==> src/rau_pkg.sv <==
package rau_pkg;

  localparam int OP_W = 32;
  localparam int MAG_W = 64;
  localparam int SUM_W = 65;

  // command codes
  localparam logic [2:0] CMD_INT_ADD = 3'd0;
  localparam logic [2:0] CMD_INT_SUB = 3'd1;
  localparam logic [2:0] CMD_RAT_ADD = 3'd2;
  localparam logic [2:0] CMD_RAT_MUL = 3'd3;
  localparam logic [2:0] CMD_RAT_DIV = 3'd4;
  localparam logic [2:0] CMD_INT_MUL = 3'd5;

  // status codes
  localparam logic [1:0] ST_OK = 2'd0;
  localparam logic [1:0] ST_ZERO_GCD = 2'd1;
  localparam logic [1:0] ST_OVERFLOW = 2'd2;

  // product slots of the front sequencer
  localparam logic [1:0] SLOT_NUM = 2'd0;
  localparam logic [1:0] SLOT_ADD = 2'd1;
  localparam logic [1:0] SLOT_DEN = 2'd2;

  typedef enum logic [1:0] {
    F_IDLE,
    F_MUL,
    F_SUM
  } front_state_t;

  typedef enum logic [2:0] {
    B_IDLE,
    B_GCD,
    B_GCD_WAIT,
    B_QN_WAIT,
    B_QD_WAIT,
    B_OUT
  } back_state_t;

  // unreduced fraction handed from front to back
  typedef struct packed {
    logic signed [SUM_W-1:0] m;
    logic signed [MAG_W-1:0] n;
  } work_t;

  typedef struct packed {
    logic signed [OP_W-1:0] x;
    logic signed [OP_W-1:0] y;
  } op_pair_t;

  // Pick the factors of one product slot for a command.
  // Slot NUM is the main numerator term, slot ADD the term added to it
  // (negated for int-rat), slot DEN the denominator.
  function automatic op_pair_t op_sel(
    input logic [2:0] cmd,
    input logic [1:0] slot,
    input logic signed [OP_W-1:0] k,
    input logic signed [OP_W-1:0] an,
    input logic signed [OP_W-1:0] ad,
    input logic signed [OP_W-1:0] bn,
    input logic signed [OP_W-1:0] bd
  );
    op_pair_t p;
    p.x = '0;
    p.y = '0;
    case (slot)
      SLOT_NUM: begin
        case (cmd)
          CMD_INT_ADD, CMD_INT_SUB: begin p.x = k; p.y = bd; end
          CMD_RAT_ADD, CMD_RAT_DIV: begin p.x = an; p.y = bd; end
          CMD_RAT_MUL: begin p.x = an; p.y = bn; end
          CMD_INT_MUL: begin p.x = k; p.y = bn; end
          default: begin p.x = '0; p.y = '0; end
        endcase
      end
      SLOT_ADD: begin
        case (cmd)
          CMD_INT_ADD, CMD_INT_SUB: begin p.x = bn; p.y = 32'sd1; end
          CMD_RAT_ADD: begin p.x = bn; p.y = ad; end
          default: begin p.x = '0; p.y = '0; end
        endcase
      end
      SLOT_DEN: begin
        case (cmd)
          CMD_RAT_ADD, CMD_RAT_MUL: begin p.x = ad; p.y = bd; end
          CMD_RAT_DIV: begin p.x = ad; p.y = bn; end
          CMD_INT_ADD, CMD_INT_SUB, CMD_INT_MUL: begin p.x = bd; p.y = 32'sd1; end
          default: begin p.x = '0; p.y = '0; end
        endcase
      end
      default: begin p.x = '0; p.y = '0; end
    endcase
    return p;
  endfunction

endpackage

==> src/rau_front.sv <==
module rau_front (
  input  logic clk,
  input  logic rst,
  input  logic push,
  output logic full,
  input  logic [2:0] command,
  input  logic signed [31:0] int_operand,
  input  logic signed [31:0] a_num,
  input  logic signed [31:0] a_den,
  input  logic signed [31:0] b_num,
  input  logic signed [31:0] b_den,
  output logic wr_en,
  output rau_pkg::work_t wr_word,
  input  logic q_full
);
  import rau_pkg::*;

  front_state_t state, state_next;
  logic [2:0] cmd;
  logic signed [OP_W-1:0] k, an, ad, bn, bd;
  logic [1:0] slot;
  logic signed [MAG_W-1:0] prod [3];
  op_pair_t fac;
  logic signed [SUM_W-1:0] addend;

  // state register
  always_ff @(posedge clk) begin
    if (rst) begin
      state <= F_IDLE;
    end else begin
      state <= state_next;
    end
  end

  // next state and handshake
  always_comb begin
    state_next = state;
    full = 1'b1;
    wr_en = 1'b0;
    case (state)
      F_IDLE: begin
        full = 1'b0;
        if (push) state_next = F_MUL;
      end
      F_MUL: begin
        if (slot == SLOT_DEN) state_next = F_SUM;
      end
      F_SUM: begin
        if (!q_full) begin
          wr_en = 1'b1;
          state_next = F_IDLE;
        end
      end
      default: state_next = F_IDLE;
    endcase
  end

  // capture operands, then one product per cycle
  assign fac = op_sel(cmd, slot, k, an, ad, bn, bd);

  always_ff @(posedge clk) begin
    if (state == F_IDLE && push) begin
      cmd <= command;
      k <= int_operand;
      an <= a_num;
      ad <= a_den;
      bn <= b_num;
      bd <= b_den;
      slot <= SLOT_NUM;
    end else if (state == F_MUL) begin
      prod[slot] <= fac.x * fac.y;
      slot <= slot + 2'd1;
    end
  end

  // combine the numerator terms
  always_comb begin
    addend = SUM_W'(prod[SLOT_ADD]);
    if (cmd == CMD_INT_SUB) addend = -addend;
  end

  assign wr_word.m = SUM_W'(prod[SLOT_NUM]) + addend;
  assign wr_word.n = prod[SLOT_DEN];

endmodule

==> src/rau_queue.sv <==
module rau_queue (
  input  logic clk,
  input  logic rst,
  input  logic wr_en,
  input  rau_pkg::work_t wr_word,
  output logic q_full,
  input  logic rd_en,
  output rau_pkg::work_t rd_word,
  output logic q_empty
);
  import rau_pkg::*;

  work_t mem [2];
  logic wp, rp;
  logic [1:0] count;

  assign q_full = count == 2'd2;
  assign q_empty = count == 2'd0;
  assign rd_word = mem[rp];

  // advance pointers and count
  always_ff @(posedge clk) begin
    if (rst) begin
      wp <= 1'b0;
      rp <= 1'b0;
      count <= 2'd0;
    end else begin
      if (wr_en && !q_full) wp <= ~wp;
      if (rd_en && !q_empty) rp <= ~rp;
      case ({wr_en && !q_full, rd_en && !q_empty})
        2'b10: count <= count + 2'd1;
        2'b01: count <= count - 2'd1;
        default: count <= count;
      endcase
    end
  end

  // hold words
  always_ff @(posedge clk) begin
    if (wr_en && !q_full) mem[wp] <= wr_word;
  end

endmodule

==> src/rau_div.sv <==
module rau_div (
  input  logic clk,
  input  logic rst,
  input  logic start,
  input  logic [63:0] dividend,
  input  logic [63:0] divisor,
  output logic done,
  output logic [63:0] quot,
  output logic [63:0] rem
);
  logic busy;
  logic [5:0] cnt;
  logic [63:0] dvs;
  logic [64:0] r_sh;
  logic [65:0] diff;
  logic ge;

  // one quotient bit per cycle, restoring
  assign r_sh = {rem, quot[63]};
  assign diff = {1'b0, r_sh} - {2'b00, dvs};
  assign ge = !diff[65];

  always_ff @(posedge clk) begin
    if (rst) begin
      busy <= 1'b0;
      done <= 1'b0;
    end else begin
      done <= 1'b0;
      if (start) begin
        busy <= 1'b1;
      end else if (busy && cnt == 6'd63) begin
        busy <= 1'b0;
        done <= 1'b1;
      end
    end
  end

  always_ff @(posedge clk) begin
    if (start) begin
      quot <= dividend;
      rem <= '0;
      dvs <= divisor;
      cnt <= '0;
    end else if (busy) begin
      rem <= ge ? diff[63:0] : r_sh[63:0];
      quot <= {quot[62:0], ge};
      cnt <= cnt + 6'd1;
    end
  end

endmodule

==> src/rau_back.sv <==
module rau_back #(
  parameter int WIDTH = 32
) (
  input  logic clk,
  input  logic rst,
  input  logic q_empty,
  output logic rd_en,
  input  rau_pkg::work_t rd_word,
  output logic empty,
  input  logic pop,
  output logic signed [31:0] res_num,
  output logic signed [31:0] res_den,
  output logic [1:0] status
);
  import rau_pkg::*;

  localparam logic [MAG_W-1:0] LIM = MAG_W'(1) << (WIDTH - 1);

  back_state_t state, state_next;
  logic m_neg, n_neg, x_neg, y_neg;
  logic [MAG_W-1:0] m_mag, n_mag, x_mag, y_mag, qn_mag;
  logic div_start, div_done;
  logic [MAG_W-1:0] div_a, div_b, div_q, div_r;
  logic qn_neg, qd_neg, fit;
  logic [MAG_W-1:0] qn_v, qd_v;

  rau_div u_div (
    .clk(clk), .rst(rst), .start(div_start), .dividend(div_a), .divisor(div_b),
    .done(div_done), .quot(div_q), .rem(div_r)
  );

  // state register
  always_ff @(posedge clk) begin
    if (rst) begin
      state <= B_IDLE;
    end else begin
      state <= state_next;
    end
  end

  // next state and divider requests
  always_comb begin
    state_next = state;
    rd_en = 1'b0;
    div_start = 1'b0;
    div_a = y_mag;
    div_b = x_mag;
    case (state)
      B_IDLE: begin
        if (!q_empty) begin
          rd_en = 1'b1;
          state_next = B_GCD;
        end
      end
      B_GCD: begin
        if (x_mag != '0) begin
          div_start = 1'b1;
          state_next = B_GCD_WAIT;
        end else if (y_mag == '0) begin
          state_next = B_OUT;
        end else begin
          div_start = 1'b1;
          div_a = m_mag;
          div_b = y_mag;
          state_next = B_QN_WAIT;
        end
      end
      B_GCD_WAIT: begin
        if (div_done) state_next = B_GCD;
      end
      B_QN_WAIT: begin
        if (div_done) begin
          div_start = 1'b1;
          div_a = n_mag;
          div_b = y_mag;
          state_next = B_QD_WAIT;
        end
      end
      B_QD_WAIT: begin
        if (div_done) state_next = B_OUT;
      end
      B_OUT: begin
        if (pop) state_next = B_IDLE;
      end
      default: state_next = B_IDLE;
    endcase
  end

  assign empty = state != B_OUT;

  // signs and truncated parts of the reduced fraction
  assign qn_neg = (m_neg != y_neg) && qn_mag != '0;
  assign qd_neg = (n_neg != y_neg) && div_q != '0;
  assign qn_v = qn_neg ? -qn_mag : qn_mag;
  assign qd_v = qd_neg ? -div_q : div_q;
  assign fit = (qn_neg ? qn_mag <= LIM : qn_mag < LIM)
            && (qd_neg ? div_q <= LIM : div_q < LIM);

  // load, iterate Euclid, register result
  always_ff @(posedge clk) begin
    case (state)
      B_IDLE: begin
        if (!q_empty) begin
          m_neg <= rd_word.m[SUM_W-1];
          m_mag <= rd_word.m[SUM_W-1] ? MAG_W'(-rd_word.m) : rd_word.m[MAG_W-1:0];
          n_neg <= rd_word.n[MAG_W-1];
          n_mag <= rd_word.n[MAG_W-1] ? -rd_word.n : rd_word.n;
          x_neg <= rd_word.m[SUM_W-1];
          x_mag <= rd_word.m[SUM_W-1] ? MAG_W'(-rd_word.m) : rd_word.m[MAG_W-1:0];
          y_neg <= rd_word.n[MAG_W-1];
          y_mag <= rd_word.n[MAG_W-1] ? -rd_word.n : rd_word.n;
        end
      end
      B_GCD: begin
        if (x_mag == '0 && y_mag == '0) begin
          res_num <= '0;
          res_den <= '0;
          status <= ST_ZERO_GCD;
        end
      end
      B_GCD_WAIT: begin
        if (div_done) begin
          y_mag <= x_mag;
          y_neg <= x_neg;
          x_mag <= div_r;
          x_neg <= y_neg && div_r != '0;
        end
      end
      B_QN_WAIT: begin
        if (div_done) qn_mag <= div_q;
      end
      B_QD_WAIT: begin
        if (div_done) begin
          res_num <= 32'(signed'(qn_v[WIDTH-1:0]));
          res_den <= 32'(signed'(qd_v[WIDTH-1:0]));
          status <= fit ? ST_OK : ST_OVERFLOW;
        end
      end
      default: begin
      end
    endcase
  end

endmodule

==> src/rational_arithmetic_unit.sv <==
// Rational arithmetic unit with gcd reduction.
// Input channel: present command and operands with push; the word is taken
// at a clock edge with push high and full low. Output channel: while empty
// is low, res_num/res_den/status show the oldest result; pop takes it.
// The front captures a word and forms three products on one 32x32
// multiplier, then the unreduced numerator/denominator, and writes them
// into a two-entry queue. The back runs Euclid with truncating remainder
// and divides both parts by the gcd, all on one shared restoring divider.
// A zero gcd needs no division; for other words the time from push to
// result depends on the operands. That divider sets the throughput; front
// and back overlap.
// A result waits in the back's output register until popped; meanwhile the
// front keeps accepting until the queue fills, then full stays high.
// Reset (rst, synchronous) empties the queue and all channels.
module rational_arithmetic_unit #(
  parameter int WIDTH = 32
) (
  input  logic clk,
  input  logic rst,
  input  logic push,
  output logic full,
  input  logic [2:0] command,
  input  logic signed [31:0] int_operand,
  input  logic signed [31:0] a_num,
  input  logic signed [31:0] a_den,
  input  logic signed [31:0] b_num,
  input  logic signed [31:0] b_den,
  output logic empty,
  input  logic pop,
  output logic signed [31:0] res_num,
  output logic signed [31:0] res_den,
  output logic [1:0] status
);
  import rau_pkg::*;

  logic wr_en, q_full, rd_en, q_empty;
  work_t wr_word, rd_word;

  rau_front u_front (
    .clk(clk), .rst(rst), .push(push), .full(full), .command(command),
    .int_operand(int_operand), .a_num(a_num), .a_den(a_den), .b_num(b_num),
    .b_den(b_den), .wr_en(wr_en), .wr_word(wr_word), .q_full(q_full)
  );

  rau_queue u_queue (
    .clk(clk), .rst(rst), .wr_en(wr_en), .wr_word(wr_word), .q_full(q_full),
    .rd_en(rd_en), .rd_word(rd_word), .q_empty(q_empty)
  );

  rau_back #(.WIDTH(WIDTH)) u_back (
    .clk(clk), .rst(rst), .q_empty(q_empty), .rd_en(rd_en), .rd_word(rd_word),
    .empty(empty), .pop(pop), .res_num(res_num), .res_den(res_den),
    .status(status)
  );

endmodule

==> config.mk <==
export PLATFORM = sky130hd
export DESIGN_NAME = rational_arithmetic_unit
export DESIGN_NICKNAME = d
export VERILOG_FILES = /design/src/rau_pkg.sv /design/src/rau_front.sv /design/src/rau_queue.sv /design/src/rau_div.sv /design/src/rau_back.sv /design/src/rational_arithmetic_unit.sv
export SDC_FILE = /design/constraint.sdc
export NUM_CORES = 2
export LEC_CHECK = 0
export ABC_AREA = 1
export BUFFER_PORTS_ARGS = -buffer_cell sky130_fd_sc_hd__clkbuf_2
export CAP_MARGIN = 20
export CORE_MARGIN = 1.5
export CORE_UTILIZATION = 50
export CTS_BUF_LIST = sky130_fd_sc_hd__clkbuf_4 sky130_fd_sc_hd__clkbuf_8 sky130_fd_sc_hd__clkbuf_16
export DETAILED_ROUTE_END_ITERATION = 6
export PLACE_DENSITY = 0.68
export SYNTH_ARGS = -nofsm -noshare
export SYNTH_HDL_FRONTEND = slang
export SYNTH_SLANG_ARGS = --single-unit
==> constraint.sdc <==
create_clock -name clk -period 12.9 [get_ports clk]
set_input_delay 2.58 -clock clk [delete_from_list [all_inputs] [get_ports clk]]
set_output_delay 2.58 -clock clk [all_outputs]
set_load 0.02 [all_outputs]
==> impl_metrics.ini <==
[clock_network]
numClockSinks = 1215
postCtsSetupRepairBufs = 0
hold_buffers = 0
clk_path_buf_depth = 3
cts-root-buf = clkbuf_16
post_cts_resized = 0
clk_latency_ns = 0.85
cts_made_buffers = 138
htree_levels = 4
clk_pin_slew_ns = 0.06
tritoncts = built

[sta]
hold_viol = 0
setup-tns-final_ns = 0
period_needed_ns = 11.86
relSlewSlack_pct = 16.3
tightest_slew_ns = 1.24
finalCritPeriodShare_pct = 91.9
grt_setup_unrepaired = no
clock.fmax_mhz = 84.3
clock_skew_ns = 0.0517
setup_viol = 0
drv_slew = 0

[grt]
grt_pass1_wl_um = 617000
antenna_found_initial = 23
grt-ovfl-total = 0
grtUsageTotal_pct = 40.4
grt_pass1_vias = 90560
grt_max_degree = 123

[route]
ant_nets = 0
dr.pass1.iters = 7
vias = 91882
wl_met3_um = 43800
wl_met1_um = 160000
first_iter_violations = 11999
post_drt_wl_per_cell_um = 27.0
top_layer_used = met5
met2WireLength_um = 188000
vias_per_cell = 5.79
wl_um = 428000
drcViolationCount = 28

[layout]
nFillCells = 19663
multi_input_area_um2 = 59500
regArea_um2 = 35600
nets = 14512
drive_gt1_share_pct = 5.73
fin_area_um2 = 114000
syn2layout_area_growth_pct = 8.48
final_common_cell = nand2_1
most-common-layout-cells = nand2_1, inv_1, nor2_1, edfxtp_1, fa_1

[yosys]
yosysSeqAreaShare_pct = 33.8
synth_nets = 14419
synth_seq_cells = 1215
syn-mean-instance-area_um2 = 8.21
synthCells = 12845
yosys.area.top_type = edfxtp_1
synth-async-reset-ratio_pct = 0
synth_top_area_share_pct = 32.2
synth_edf_count = 1131
synth_area_leaders = edfxtp_1, fa_1, nand2_1
synth_warnings = 0
synth_cell_types = 56
syn_area_um2 = 105000
synth_flop_cell = edfxtp_1

[status]
status = complete, but fails checks
violations = design-rule violations

[floorplanning]
die_height_um = 462
die_w_um = 462
core_um2 = 210000
start_util_pct = 50.3
die_area_um2 = 214000
rows = 168
io_pins = 235

[critical_path]
cp_max_fo = 33
cpMaxStageDelayCell = fa_1
crit_type = reg2reg
required_ns = 13.44
reg2reg_from = u_front.cmd[0]
arrival_ns = 12.40
start_kind = flip-flop
max_stage_delay_ns = 0.88
crit_path_end_kind = flip-flop
cp-startpoint = u_front.cmd[0]

[hold_path]
hp-class = reg2reg
worstHoldStart = u_queue.rp

[placement]
hpwl_um = 341000
io_buffers = 234
place.gp.congestion = 1.03
placed_area_um2 = 110000

[job]
maxCapViolCount = 0
==> metal layers <==
metal  up-vias  track usage, %
li1      40467               -
met1     44676            50.9
met2      5394            61.7
met3      1341            9.34
met4         4            27.9
met5         -               0
==> path summary, 6_finish.rpt <==
check,end,slack [ns],depth (start not counted)
max,u_front.prod[2][52],1.04,32
min reg2reg,flip-flop,0.44,1
min,flip-flop,0.44,1
max reg2reg,u_front.prod[2][52],1.04,32
==> kinds of logic after synthesis <==
logic type	Yosys count	synth area share, %
XOR/XNOR	260	2.17
adder cells (fa/ha/maj)	1407	24.4
flip-flops	1215	33.8
buffers and inverters	2714	9.96
AO/OA/AOI/OAI	1148	6.00
AND/OR/NAND/NOR	6101	23.6
==> synth_stat cells (all sizes together) (14+ instances only) <==
cell / n
nor4: 39
a31oi: 17
dfxtp: 84
fa: 1085
inv: 2266
buf: 194
a21o: 16
clkinv: 14
nand2: 3419
nor2: 1569
nand3b: 18
o22ai: 63
and2: 37
or2: 17
clkbuf: 240
nand3: 678
a21oi: 306
edfxtp: 1131
o211ai: 43
xor2: 194
ha: 322
a22oi: 64
o21ai: 594
xnor2: 66
o21bai: 19
nor3: 115
nand4: 195
==> stage by stage <==
stage                     std cells  setup slack [ns]  hold slack, ns  util, %
final                         15866              1.04           0.441     54.6
after global routing          15852             0.475           0.453     54.6
after CTS                     15845              1.22           0.440     54.5
after detailed placement      15597              1.27           0.431     52.3
after global placement        15596              1.31           0.423     52.3
after floorplan               12845             0.756           0.421        -
==> state kept, by name (all words and copies together) (netlist names), 6 cells and up, named ones only <==
register and flops:
u_queue.mem 258, u_front.prod 192, u_back.m_mag 64, u_back.n_mag 64
u_back.qn_mag 64, u_back.u_div.dvs 64, u_back.u_div.quot 64, u_back.u_div.rem 64
u_back.x_mag 64, u_back.y_mag 64, u_back.res_den 32, u_back.res_num 32
u_front.ad 32, u_front.an 32, u_front.bd 32, u_front.bn 32
u_front.k 32, u_back.u_div.cnt 6
==> final cells by class <==
class                           count  area share, %
Multi-Input combinational cell   8916           52.0
Sequential cell                  1215           31.2
Inverter                         2280           7.49
Clock buffer                      161           3.21
Tap cell                         2805           3.07
Timing Repair Buffer              387           2.11
Clock inverter                     87          0.898
Antenna cell                       15         0.0328
==> worst max-delay path: cells and delay by family, from the launching register on <==
kind,cells,cell delay [ns]
flops,1,0.44
compound gates,5,1.11
buf+inv,9,1.62
fa+ha+maj,9,5.10
xor+xnor,1,0.57
simple gates,8,2.73
Power is not shown: default switching activity piles up to over one toggle a cycle in this logic, so the estimate is an artifact.
